[src/rtl/ffra_pkg.sv]
`timescale 1ns / 1ps
// ----------------------------------------------------------------------------
// ffra_pkg
// Shared types and codes for the first-fit region allocator.
// ----------------------------------------------------------------------------
package ffra_pkg;

  localparam int unsigned FieldWidth = 32;

  typedef enum logic [2:0] {
    ST_OK       = 3'd0,
    ST_BAD_ID   = 3'd1,
    ST_EMPTY    = 3'd2,
    ST_NO_SPACE = 3'd3,
    ST_FULL     = 3'd4
  } status_t;

  typedef enum logic {
    ACT_ALLOC = 1'b0,
    ACT_FREE  = 1'b1
  } action_t;

  typedef enum logic [2:0] {
    S_IDLE,
    S_READ,
    S_SCAN,
    S_GROW,
    S_PUSH,
    S_DONE
  } state_t;

  // Register indexes on the configuration port
  localparam logic REG_HEAP_BASE  = 1'b0;
  localparam logic REG_HEAP_LIMIT = 1'b1;

  typedef struct packed {
    logic                  action;
    logic [4:0]            region_id;
    logic [FieldWidth-1:0] request_size;
  } in_req_t;

  typedef struct packed {
    status_t               status;
    logic [FieldWidth-1:0] address;
  } out_res_t;

  // Command from the controller to the cell chain
  typedef enum logic [1:0] {
    CH_HOLD,
    CH_ROTATE,
    CH_PUSH
  } chain_op_t;

  typedef struct packed {
    chain_op_t op;
    logic      head_drop;
    logic      head_trim;
  } chain_ctl_t;

endpackage

[src/rtl/ffra_cell.sv]
`timescale 1ns / 1ps
// ----------------------------------------------------------------------------
// ffra_cell
// One slot of the free-span chain: holds a span and passes it to a neighbor.
// ----------------------------------------------------------------------------
module ffra_cell
  import ffra_pkg::*;
#(
  parameter int unsigned AW = 32
) (
  input  logic       clk,
  input  chain_ctl_t ctl,
  input  logic       is_head,
  input  logic [AW-1:0] rot_begin,
  input  logic [AW-1:0] rot_finish,
  input  logic [AW-1:0] push_begin,
  input  logic [AW-1:0] push_finish,
  input  logic [AW-1:0] trim_begin,
  output logic [AW-1:0] begin_q,
  output logic [AW-1:0] finish_q
);

  logic [AW-1:0] begin_r, begin_nxt;
  logic [AW-1:0] finish_r, finish_nxt;

  // Rotate pulls from the next slot, push pulls from the previous one
  always_comb begin
    begin_nxt  = begin_r;
    finish_nxt = finish_r;
    case (ctl.op)
      CH_ROTATE: begin
        begin_nxt  = rot_begin;
        finish_nxt = rot_finish;
        if (is_head && ctl.head_trim) begin
          begin_nxt = trim_begin;
        end
      end
      CH_PUSH: begin
        begin_nxt  = push_begin;
        finish_nxt = push_finish;
      end
      default: ;
    endcase
  end

  always_ff @(posedge clk) begin
    begin_r  <= begin_nxt;
    finish_r <= finish_nxt;
  end

  assign begin_q  = begin_r;
  assign finish_q = finish_r;

endmodule

[src/rtl/ffra_chain.sv]
`timescale 1ns / 1ps
// ----------------------------------------------------------------------------
// ffra_chain
// Row of span cells. Slot 0 is always examined; rotating moves the ring one
// place so every live span passes slot 0 in list order.
// ----------------------------------------------------------------------------
module ffra_chain
  import ffra_pkg::*;
#(
  parameter int unsigned AW    = 32,
  parameter int unsigned SLOTS = 16
) (
  input  logic          clk,
  input  chain_ctl_t    ctl,
  input  logic [$clog2(SLOTS+1)-1:0] count,
  input  logic [AW-1:0] new_begin,
  input  logic [AW-1:0] new_finish,
  input  logic [AW-1:0] trim_begin,
  output logic [AW-1:0] head_begin,
  output logic [AW-1:0] head_finish
);

  logic [AW-1:0] b_q [SLOTS];
  logic [AW-1:0] f_q [SLOTS];

  // Ring rotation: slot i takes slot i+1; the last live slot takes the head,
  // unless the head is being dropped, then it takes the slot after it.
  for (genvar i = 0; i < SLOTS; i++) begin : g_cell
    logic [AW-1:0] rb, rf, pb, pf;
    always_comb begin
      if (i + 1 < SLOTS) begin
        rb = b_q[(i + 1) % SLOTS];
        rf = f_q[(i + 1) % SLOTS];
      end else begin
        rb = b_q[0];
        rf = f_q[0];
      end
      if (count != '0 && ({1'b0, 32'(i)} == {1'b0, 32'(count) - 32'd1}) && !ctl.head_drop) begin
        rb = ctl.head_trim ? trim_begin : b_q[0];
        rf = f_q[0];
      end
      if (i == 0) begin
        pb = new_begin;
        pf = new_finish;
      end else begin
        pb = b_q[(i + SLOTS - 1) % SLOTS];
        pf = f_q[(i + SLOTS - 1) % SLOTS];
      end
    end
    ffra_cell #(.AW(AW)) u_cell (
      .clk        (clk),
      .ctl        (ctl),
      .is_head    (1'b0),
      .rot_begin  (rb),
      .rot_finish (rf),
      .push_begin (pb),
      .push_finish(pf),
      .trim_begin (trim_begin),
      .begin_q    (b_q[i]),
      .finish_q   (f_q[i])
    );
  end

  assign head_begin  = b_q[0];
  assign head_finish = f_q[0];

endmodule

[config.mk]
export PLATFORM = sky130hd
export DESIGN_NAME = ffra_chain
export DESIGN_NICKNAME = d
export VERILOG_FILES = /design/src/rtl/ffra_pkg.sv /design/src/rtl/ffra_cell.sv /design/src/rtl/ffra_chain.sv
export SDC_FILE = /design/constraint.sdc
export NUM_CORES = 2
export LEC_CHECK = 0
export ABC_AREA = 1
export BUFFER_PORTS_ARGS = -buffer_cell sky130_fd_sc_hd__buf_2
export CAP_MARGIN = 40
export CELL_PAD_IN_SITES_DETAIL_PLACEMENT = 1
export CELL_PAD_IN_SITES_GLOBAL_PLACEMENT = 2
export CORE_UTILIZATION = 39
export CTS_BUF_LIST = sky130_fd_sc_hd__clkbuf_4
export CTS_CLUSTER_DIAMETER = 30
export DETAILED_ROUTE_END_ITERATION = 6
export PLACE_DENSITY = 0.91
export SYNTH_ARGS = -nofsm -noshare
export SYNTH_HDL_FRONTEND = slang
export SYNTH_SLANG_ARGS = --single-unit
[constraint.sdc]
create_clock -name clk -period 34.4 [get_ports clk]
set_input_delay 5.16 -clock clk [delete_from_list [all_inputs] [get_ports clk]]
set_output_delay 5.16 -clock clk [all_outputs]
set_load 0.05 [all_outputs]
==> out/metrics.csv <==
stage;metric;value;unit
outcome;status;completed;
floorplanning;Die ar.;151800;um2
placed_design;Cell Count Post-Placement;9128;
route;DRT antenna net count;0;
floorplanning;io pins;170;
synth;xor and xnor area share after synthesis;0;
floorplanning;Row Count;141;
synth;Distinct cells, synth;22;
floorplanning;die height;389.6;um
timing;fin crit period;7.869;ns
run;Max-Cap Viols;0;
placed_design;Port Buffers;169;
power_and_ir_drop;PwrDens;53.42;nW/um2
synth;Syn. warnings;0;
final_layout;Multi-input gate area;21080;um2
synth;Synth Area in Adders;0.0004271;
route;DR pass1 iterations;6;
clock_tree;CTS clock-pin slew for the worst setup and hold paths;0.06;ns
synth;Seq/Total Area, Yosys;0.5248;
placed_design;gpl congestion;0.7769;
synth;Synthesized Nets;7590;
global_routing;grt ovf;0;
clock_tree;Clock Latency Late Sink;1.28;ns
timing;period utilization;0.2288;
synth;Syn Area/Cell;7.831;um2
clock_tree;hold buffers post-CTS;0;
synth;Simple-Gate Fraction of Synth Area;0.3268;
route;WL met2;95610;um
timing;worst slew pin tran;1.116;ns
route;WL met3;13640;um
power_and_ir_drop;leak pwr;0.03065;uW
route;vias after detailed routing;53130;
worst_setup_path;crit-path max FO;99;
timing;final setup violation count;0;
synth;largest family of logic cells by synthesized area;simple AND/OR/NAND/NOR gates;
final_layout;Net count, final;7568;
global_routing;first-pass GRT wire length;316100;um
clock_tree;CTS Buf Count;332;
worst_setup_path;Crit path required time;35.45;ns
route;First DRT Iteration DRCs;5128;
clock_tree;clk root buf;clkbuf_4;
clock_tree;clock sink count;1024;
final_layout;share of cells above drive strength 1;0.1090;
placed_design;HPWL Detailed;109800;um
clock_tree;Post-CTS Setup Inserts;0;
timing;Final Hold Viols;0;
clock_tree;TritonCTS clock tree;yes;
global_routing;antenna violations before repair;4;
worst_setup_path;worst path arrival time;8.92;ns
worst_setup_path;crit path kind;in -> reg;
worst_setup_path;CP Launch Type;input port;
timing;RSZ-0062 raised after global routing;false;
synth;Cell Area, Synth;58590;um2
global_routing;vias in the first global route;55200;
floorplanning;Starting Density;0.3949;
clock_tree;CTS H-tree lvls;5;
worst_hold_path;HP Class;reg -> reg;
synth;mux cell area share after synthesis;0;
timing;FMAX;127.1;MHz
worst_setup_path;CP Capture Type;register;
floorplanning;Die W;389.6;um
synth;cell count after synthesis;7482;
clock_tree;CTS resizes;0;
route;WL/cell;20.94;um
timing;total negative slack;0;ns
global_routing;gr usage total;0.2637;
synth;Seq cells post-synth;1024;
final_layout;register area;30750;um2
final_layout;Layout Cells excl Fill;9673;
timing;Rel. slew slack;0.2561;
route;WL met1;88800;um
power_and_ir_drop;peak supply drop;0.03643;mV
route;Top Metal Used;met4;
synth;Synth Area in Compound Gates;0.03075;
floorplanning;area of the core;148400;um2
global_routing;largest net degree at the start of global routing;203;
final_layout;Layout fillers;18130;
timing;Final Max Tran Viols;0;
timing;skew final;0.1078;ns
final_layout;Layout area overhead;9.825;%
route;final wirelength;202500;um
clock_tree;clk buf depth;4;
route;vias per cell;5.492;
route;Residual DRC;0;
-- cell usage in the layout, fill, tap and decap left out, types with 3 or more instances in the layout --
cell      synthesis  routed
nand2_1        2981    2977
nand3_1        1053    1053
edfxtp_1       1024    1024
inv_1           977     967
clkbuf_4          0     456
nand4_1         396     396
o21ai_0         268     268
buf_2           214     169
buf_4           104      91
o21ai_1          56      55
clkinv_1          0      55
a21oi_1          36      35
clkinv_2          0      31
buf_16            0      21
buf_12            1      15
inv_2             6      14
nor2_4            3       8
buf_6             3       8
nand3_4           5       6
inv_8             0       3
nand2_2           3       3
nand2_4           0       3
-- worst max-delay path, cell delays in order --
cell,delay (ns)
buf_2,0.18
inv_8,0.59
nand4_1,0.34
clkinv_2,0.63
buf_4,0.81
nand2_4,0.50
buf_12,0.34
nand2_1,0.10
nand3_1,0.07
nand2_1,0.11
-- cell families after synthesis --
family	after synthesis
and+or+nand+nor	4452
buffers and inverters	1644
DFF	1024
AOI/OAI and AO/OA	360
adders and majority gates	2
-- through the flow --
stage | util | setup slack (ns) | hold slack, ns | power, uW | area, um2
final | 0.4337 | 26.53 | 0.4657 | 3438 | 64350
after global routing | 0.4337 | 26.47 | 0.4874 | 3616 | 64350
after CTS | 0.4337 | 26.72 | 0.4662 | 3468 | 64350
after detailed placement | 0.4082 | 25.37 | 0.5330 | 2262 | 60560
after global placement | 0.4020 | 24.26 | 0.5227 | 2221 | 59640
after floorplan | - | 8.460 | 0.5131 | 2182 | 58590
-- routing by layer --
| metal | vias to the layer above | track usage |
|---|---|---|
| li1 | 24350 | - |
| met3 | 328 | 0.04643 |
| met5 | - | 0 |
| met1 | 26710 | 0.3550 |
| met2 | 1738 | 0.4329 |
| met4 | 0 | 0.07745 |
-- cell type report --
class / instances / share of cell area
Timing Repair Buffer: 305 / 0.03904
Clock inverter: 87 / 0.005639
Multi-Input combinational cell: 4814 / 0.3275
Sequential cell: 1024 / 0.4778
Inverter: 983 / 0.05773
Clock buffer: 456 / 0.05320
Tap cell: 2002 / 0.03893
Antenna cell: 2 / 0.00007777
-- cell usage after synthesis --
library cell  count  share of area
clkbuf_1        264          0.017
nor2_4            3        0.00058
inv_2             6        0.00038
nor2_2            5        0.00053
nor2_1            3        0.00019
inv_1           977          0.063
nand4_1         396          0.042
nand2_1        2981           0.19
buf_1            75         0.0048
o21ai_0         268          0.023
buf_2           214          0.018
nand3_1        1053          0.090
buf_12            1        0.00034
ha_1              2        0.00043
nand3_4           5         0.0015
o21ai_1          56         0.0048
nand2_2           3        0.00032
buf_4           104          0.013
buf_6             3        0.00058
nand3_2           3        0.00051
a21oi_1          36         0.0031
edfxtp_1       1024           0.52
-- worst paths after layout --
path | start | end | slack (ns) | depth (start not counted)
max | ctl[1] | g_cell[10].u_cell.finish_q[21] | 26.53 | 10
min | g_cell[12].u_cell.finish_q[22] | g_cell[13].u_cell.finish_q[22] | 0.47 | 2
max reg2reg | g_cell[0].u_cell.begin_q[12] | g_cell[0].u_cell.begin_q[12] | 32.30 | 5
min reg2reg | g_cell[12].u_cell.finish_q[22] | g_cell[13].u_cell.finish_q[22] | 0.47 | 2
-- where the power goes --
part           internal (uW)  switching [uW]  leakage (uW)  total [uW]
Combinational            159             398        0.0182         556
Sequential              1600            85.3        0.0102        1690
Clock                    608             588       0.00231        1200
-- registers in the layout, indices dropped and copies added, names as in the netlist --
signal                  cells
g_cell.u_cell.finish_q    512
g_cell.u_cell.begin_q     512
Note: power is estimated with default switching activity, not from simulation.
