**src/rtl/ffra_ram.sv**
```systemverilog
`timescale 1ns / 1ps
// ----------------------------------------------------------------------------
// ffra_ram
// Generic single-port-write, single-port-read RAM with registered read data.
// ----------------------------------------------------------------------------
module ffra_ram #(
  parameter int unsigned WIDTH = 32,
  parameter int unsigned DEPTH = 32
) (
  input  logic                     clk,
  input  logic                     we,
  input  logic [$clog2(DEPTH)-1:0] waddr,
  input  logic [WIDTH-1:0]         wdata,
  input  logic [$clog2(DEPTH)-1:0] raddr,
  output logic [WIDTH-1:0]         rdata
);

  logic [WIDTH-1:0] mem [DEPTH];

  // Write port and registered read port
  always_ff @(posedge clk) begin
    if (we) begin
      mem[waddr] <= wdata;
    end
    rdata <= mem[raddr];
  end

endmodule

```
**config.mk**
```make
export PLATFORM = sky130hd
export DESIGN_NAME = ffra_ram
export DESIGN_NICKNAME = d
export VERILOG_FILES = /design/src/rtl/ffra_ram.sv
export SDC_FILE = /design/constraint.sdc
export NUM_CORES = 1
export LEC_CHECK = 0
export BUFFER_PORTS_ARGS = -buffer_cell sky130_fd_sc_hd__buf_4
export CORE_MARGIN = 1.5
export CORE_UTILIZATION = 35
export CTS_BUF_LIST = sky130_fd_sc_hd__clkbuf_8 sky130_fd_sc_hd__clkbuf_16
export DETAILED_ROUTE_END_ITERATION = 8
export GPL_ROUTABILITY_DRIVEN = 0
export GPL_TIMING_DRIVEN = 0
export MAX_ROUTING_LAYER = met4
export SKIP_CTS_REPAIR_TIMING = 1
export SLEW_MARGIN = 5
export SYNTH_ARGS = -nofsm -noshare
export SYNTH_HDL_FRONTEND = slang
export SYNTH_SLANG_ARGS = --single-unit
```
**constraint.sdc**
```tcl
create_clock -name clk -period 3 [get_ports clk]
set_clock_uncertainty 0.1 [all_clocks]
set_input_delay 0.6 -clock clk [delete_from_list [all_inputs] [get_ports clk]]
set_output_delay 0.6 -clock clk [all_outputs]
set_load 0.02 [all_outputs]
```
==> results of run 1 <==
-- worst register-to-register path, delay by kind of cell, from the launching register on --
kind	cells	cell delay, ns
multiplexers	1	0.15
AND/OR/NAND/NOR	2	0.43
AO/OA/AOI/OAI	2	0.71
flip-flops	1	0.37
-- kinds of logic (layout without fill, tap and decap cells) --
family / Yosys count / count (layout) / synth area share, %
compound gates: 288 / 288 / 4.85
buf+inv: 127 / 429 / 1.86
flops: 1056 / 1056 / 77.5
mux: 512 / 512 / 12.7
other cells: 0 / 6 / 0
simple gates: 277 / 277 / 3.10
-- synth_stat cells, drive strengths merged, types with 2 or more instances --
master / count
a21oi: 96
a22o: 64
a22oi: 96
a31oi: 32
buf: 79
clkbuf: 48
dfxtp: 32
edfxtp: 1024
mux2i: 512
nand2: 98
nand2b: 2
nand3: 98
nand3b: 5
nor2: 34
nor3: 32
or3b: 3
-- sequential cells by signal, indices dropped and copies added (netlist names) --
signal  cells
mem      1024
rdata      32
-- metal layers --
layer / vias to the layer above / part of all wire [%]
met3: 140 / 6.4
met1: 10666 / 41
met2: 633 / 51
li1: 9426 / -
met5: - / 0
met4: 0 / 2.3
-- final timing paths --
path	from	end	cells after the start
max	raddr[1]	rdata[11]	8
min	wdata[30]	mem[10][30]	1
max reg2reg	mem[5][11]	rdata[11]	5
min reg2reg	mem[26][25]	rdata[25]	4
-- where the power goes --
part	total [W]	internal, W	switching (W)
sequential	0.0165	0.0164	0.0000567
combinational	0.00177	0.000577	0.00119
clock	0.0132	0.00773	0.00542
-- stage by stage --
| stage | instance area (um2) | hold slack (ns) | instances | power, W |
|---|---|---|---|---|
| after floorplan | 40500 | 0.453 | 2260 | 0.0177 |
| after global placement | 42900 | 0.521 | 3846 | 0.0185 |
| after detailed placement | 43900 | 0.527 | 3878 | 0.0186 |
| after CTS | 47400 | 0.215 | 4074 | 0.0316 |
| after global routing | 47400 | 0.244 | 4080 | 0.0323 |
| final | 47400 | 0.238 | 4080 | 0.0314 |
-- cell type report --
| type | count | area (um2) |
|---|---|---|
| well taps | 1512 | 1890 |
| diodes | 6 | 15.0 |
| clock buffers | 114 | 2760 |
| multi-input cells | 1077 | 8580 |
| fillers | 10094 | 67100 |
| flip-flops and latches | 1056 | 31400 |
| repair buffers | 106 | 1260 |
| plain buffers | 127 | 753 |
| clock inverters | 82 | 747 |
==> summary.txt, run 1 <==
OUTCOME
--------------------------------------------------------------------------------
Outcome                                                             finished, violations left
Failing checks                                                               DRC

CRITICAL PATH
--------------------------------------------------------------------------------
Worst Setup Start Kind                                                input port
Critical path class                                                 input port to flop
CP required                                                              3.36 ns
Critical path endpoint category                                             flop
Arrival @ worst endpoint                                                 2.92 ns
Slack of the worst reg-to-reg path                                       1.02 ns
Number of buffer and inverter stages on the critical path                      4
Longest individual stage delay on the worst path                         0.52 ns
Top fanout value on the critical path                                         10
Worst path most repeated cell                                              buf_2
Chain of cells forming the critical path                            buf_4 -> nor2_1 -> buf_2 -> buf_2 -> buf_2 -> nand2_1 -> a31oi_1 -> nand3_1
Top delay family on crit path                                       buffers and inverters
Critical-path top delay cell                                             a31oi_1

RUN
--------------------------------------------------------------------------------
Number of violations of the max-capacitance limit                              0

SYNTHESIS
--------------------------------------------------------------------------------
Distinct cells, synth                                                         25
Cell taking the most area after synthesis                               edfxtp_1
Share of synthesized flip-flops with an asynchronous set or reset             0%
Gate count after technology mapping                                         2260
Mean cell area of the mapped netlist                                    17.9 um2
Top-area cell type share of the netlist area                               76.0%
Flip-flop and latch count after synthesis                                   1056
Leading cell types by total area after synthesis                    edfxtp_1, mux2i_1, a22oi_1
Post-Synthesis Net Count                                                    2304
Share of the yosys chip area belonging to registers                        77.5%
Count of flip-flops with a built-in enable after synthesis                  1024
Count of synthesis-stage warnings from yosys                                   0
Post-Synthesis Cell Area                                               40500 um2
Top flip-flop cell by instance count after synthesis                    edfxtp_1

DIE
--------------------------------------------------------------------------------
Starting density of the core                                               35.4%
Io pins                                                                       76
Core area                                                             115000 um2
Cell row count                                                               124
Overall die area                                                      118000 um2
Width of the die                                                          343 um
Die boundary height                                                       343 um

ROUTE
--------------------------------------------------------------------------------
Routed Wire Length                                                      99900 um
First-pass detailed-route iteration total                                      9
DRC                                                                            3
Overall via count from detail_route                                        20865
Post-detailed-route via-to-cell ratio                                       5.11
Detail-routed net length per standard cell                               24.5 um
Number of DRC markers after the initial detailed-route iteration            1832
Residual antenna-violating net count after detailed routing                    0

LAYOUT
--------------------------------------------------------------------------------
Leading cell types in the layout, fill and taps excluded            edfxtp_1, mux2i_1, buf_4
Leading cell type in the layout, fill and taps excluded                 edfxtp_1
Synthesis-to-layout area growth                                            17.1%
Post-route core utilization                                                41.4%
Fraction of final layout cells with drive strength greater than 1          14.4%
Final #Nets                                                                 2516

CLOCK NETWORK
--------------------------------------------------------------------------------
Bufs on Longest Clock Path                                                     3
CTS root buf                                                           clkbuf_16
Worst-path clk slew                                                      0.06 ns
Clock tree from TritonCTS                                                   done
Number of CTS-inserted buffers                                               104
CTS H-tree depth                                                               3
Clock latency at the later pin of the worst-skew pair                    0.69 ns
Number of clock sinks                                                       1056

GRT
--------------------------------------------------------------------------------
Most crowded layer after global routing                                     met2
First-pass GRT wire length                                             143000 um
Via count of the first global-routing pass                                 21546
Number of antenna violations at the first check in global routing              8
Grt met3 use                                                               3.15%
Largest net degree at the start of global routing                             33
Met1 track demand over resource                                            21.0%
Met2 layer usage reported by global route                                  29.5%
Final global-route overflow total                                              0
Global-route total usage across every layer                                17.3%

PLACE
--------------------------------------------------------------------------------
IO buf count                                                                  74
HPWL after detailed placement                                           66200 um
Post-place setup slack                                                 -0.194 ns

TIMING
--------------------------------------------------------------------------------
Total negative slack for setup checks                                       0 ns
Final setup margin                                                      0.442 ns
Final hold violation count                                                     0
Tmin final                                                               2.56 ns
Worst-Margin Slew                                                        1.09 ns
Max-Slew Margin vs Limit                                                   27.6%
RSZ-0062 raised after global routing                                          no
Final slew viol count                                                          0
Fmax                                                                     391 MHz
Part of the cycle the worst path needs                                     85.3%
Final setup fails                                                              0

HOLD PATH
--------------------------------------------------------------------------------
Hold/Removal Path Class                                             input port to flop

POWER AND IR DROP
--------------------------------------------------------------------------------
Leakage                                                                  16.5 nW
PwrDens                                                               662 nW/um2
Max VDD drop                                                          0.000476 V

Note: power is estimated with default switching activity, not from simulation.
==> inputs of run 2 (changes only) <==
Settings changed: RECOVER_POWER set to 50, REMOVE_ABC_BUFFERS set to 1.
==> summary.txt, run 2 (synthesis results as in run 1) <==
OUTCOME
--------------------------------------------------------------------------------
Outcome                                                             finished, violations left
Failing checks                                                      DRC, capacitance limit, slew limit

CRITICAL PATH
--------------------------------------------------------------------------------
Arrival @ worst endpoint                                                 3.20 ns   +0.28 ns
Number of buffer and inverter stages on the critical path                      2   -2
Critical-path top delay cell                                              nor2_1
Chain of cells forming the critical path                            clkbuf_1 -> or3b_2 -> nor2_1 -> buf_12
Top delay family on crit path                                       simple AND/OR/NAND/NOR gates
Startpoint of the most critical register-to-register path              mem[5][4]
Worst Setup Start Kind                                                input port
CP required                                                              3.24 ns   -0.12 ns
Slack of the worst reg-to-reg path                                       1.39 ns   +0.37 ns
Critical path class                                                 input port to flop
Critical path endpoint category                                             flop
Worst reg-to-reg path cell count                                               5   unchanged
Reg2Reg Capture Point                                                   rdata[4]
Longest individual stage delay on the worst path                         1.49 ns   +0.97 ns
Top fanout value on the critical path                                         21   +11

PLACE
--------------------------------------------------------------------------------
HPWL after detailed placement                                           56200 um   -15%
IO buf count                                                                  75   +1.4%

POWER AND IR DROP
--------------------------------------------------------------------------------
Max VDD drop                                                          0.000520 V   +9.2%
Leakage                                                                  16.2 nW   -1.9%
PwrDens                                                               655 nW/um2   -1.0%

CLOCK NETWORK
--------------------------------------------------------------------------------
Clock latency at the later pin of the worst-skew pair                    0.67 ns   -0.02 ns
Worst-path clk slew                                                      0.06 ns   about the same
CTS root buf                                                           clkbuf_16
Number of clock sinks                                                       1056   unchanged
Number of CTS-inserted buffers                                               107   +2.9%
Bufs on Longest Clock Path                                                     3   unchanged
Clock tree from TritonCTS                                                   done
CTS H-tree depth                                                               3   unchanged

TIMING
--------------------------------------------------------------------------------
Tmin final                                                               2.96 ns   +0.399 ns
Part of the cycle the worst path needs                                     98.6%   +13 points
Fmax                                                                     338 MHz   -14%
Final slew viol count                                                         31   +31
Total negative slack for setup checks                                       0 ns   unchanged
Final setup fails                                                              0   unchanged
Final hold violation count                                                     0   unchanged
Worst-Margin Slew                                                        1.93 ns   +0.843 ns
Max-Slew Margin vs Limit                                                  -29.0%   -57 points
RSZ-0062 raised after global routing                                          no

HOLD PATH
--------------------------------------------------------------------------------
Worst hold endpoint                                                    rdata[11]
Hold/Removal Path Class                                             input port to flop
Min-delay src                                                           raddr[1]
Hold Path Stages                                                               5   +4

GRT
--------------------------------------------------------------------------------
First-pass GRT wire length                                             137000 um   -4.6%
Global-route total usage across every layer                                16.4%   -0.98 points
Most crowded layer after global routing                                     met2
Number of antenna violations at the first check in global routing              1   -7
Largest net degree at the start of global routing                             93   +180%
Met2 layer usage reported by global route                                  25.0%   -4.5 points
Final global-route overflow total                                              0   unchanged
Met1 track demand over resource                                            22.0%   +0.99 points
Via count of the first global-routing pass                                 20878   -3.1%
Grt met3 use                                                               3.15%   unchanged

ROUTE
--------------------------------------------------------------------------------
DRC                                                                            4   +1
Routed Wire Length                                                      95400 um   -4.6%
Residual antenna-violating net count after detailed routing                    0   unchanged
Overall via count from detail_route                                        20771   -0.45%
Detail-routed net length per standard cell                               24.0 um   -2.2%
Post-detailed-route via-to-cell ratio                                       5.22   +2.0%
First-pass detailed-route iteration total                                      9   unchanged
Number of DRC markers after the initial detailed-route iteration            1793   -2.1%

LAYOUT
--------------------------------------------------------------------------------
Top Registers                                                       mem: 1024 flops, rdata: 32 flops
Fillers                                                                    10052   -0.42%
Post-route core utilization                                                41.2%   -0.21 points
Largest register FFs                                                        1024   unchanged
Register bank with the most flops                                            mem
Fraction of final layout cells with drive strength greater than 1          11.6%   -2.9 points
Leading cell types in the layout, fill and taps excluded            edfxtp_1, mux2i_1, clkbuf_16
Leading cell type in the layout, fill and taps excluded                 edfxtp_1
Synthesis-to-layout area growth                                            16.5%
Final #Nets                                                                 2426   -3.6%

DIE
--------------------------------------------------------------------------------
Cell row count                                                               124   unchanged
Core area                                                             115000 um2   unchanged
Io pins                                                                       76   unchanged
Width of the die                                                          343 um   unchanged
Overall die area                                                      118000 um2   unchanged
Die boundary height                                                       343 um   unchanged
Starting density of the core                                               35.4%   unchanged

RUN
--------------------------------------------------------------------------------
Number of violations of the max-capacitance limit                              3   +3

## run 2: report_power, final
part,leakage (nW),switching (W),internal (W)
clock network,1.73,0.00547,0.00735
registers,9.49,0.0000600,0.0164
logic,4.94,0.00105,0.000566
## run 2: stage by stage
| stage | hold slack [ns] | std cells | setup WS, ns | power, W | instance area [um2] |
|---|---|---|---|---|---|
| finish | 0.453 | 3982 | 0.0428 | 0.0309 | 47200 |
| global route | 0.475 | 3982 | 0.00252 | 0.0318 | 47200 |
| detailed placement | 0.499 | 3783 | -1.09 | 0.0184 | 43900 |
| global placement | 0.490 | 3720 | -9.95 | 0.0185 | 42200 |
| CTS | 0.160 | 3979 | -0.371 | 0.0312 | 47300 |
| floorplan | 0.454 | 2133 | -2.68 | 0.0175 | 39700 |
## run 2: layout make-up
class / count / area [um2] / area share (%)
Clock inverter: 88 / 691 / 1.46
Antenna cell: 1 / 2.50 / 0.00531
Clock buffer: 108 / 2690 / 5.71
Timing Repair Buffer: 140 / 1910 / 4.05
Tap cell: 1512 / 1890 / 4.01
Sequential cell: 1056 / 31400 / 66.6
Multi-Input combinational cell: 1077 / 8590 / 18.2
## run 2: worst max-delay path by stage
| stage | startpoint | to | slack [ns] | depth (start not counted) |
|---|---|---|---|---|
| finish | waddr[1] | mem[4][9] | 0.04 | 4 |
| global route | raddr[0] | rdata[20] | 0.003 | 9 |
| CTS | raddr[0] | rdata[20] | -0.37 | 9 |
| detailed placement | raddr[0] | rdata[20] | -1.09 | 9 |
| global placement | raddr[2] | rdata[22] | -9.95 | 5 |
| floorplan | raddr[1] | rdata[0] | -2.68 | 5 |
## run 2: worst reg2reg max path: cells and delay by family (launching register included)
family           cells  cell delay (ns)
AND/OR/NAND/NOR      2             0.22
AO/OA/AOI/OAI        2             0.55
flip-flops           1             0.38
multiplexers         1             0.19
## run 2: layer usage
| layer | part of all wire, % | wire length, um |
|---|---|---|
| met1 | 44 | 41900 |
| met5 | 0 | 0 |
| met2 | 46 | 44300 |
| met3 | 6.8 | 6450 |
| met4 | 2.8 | 2710 |
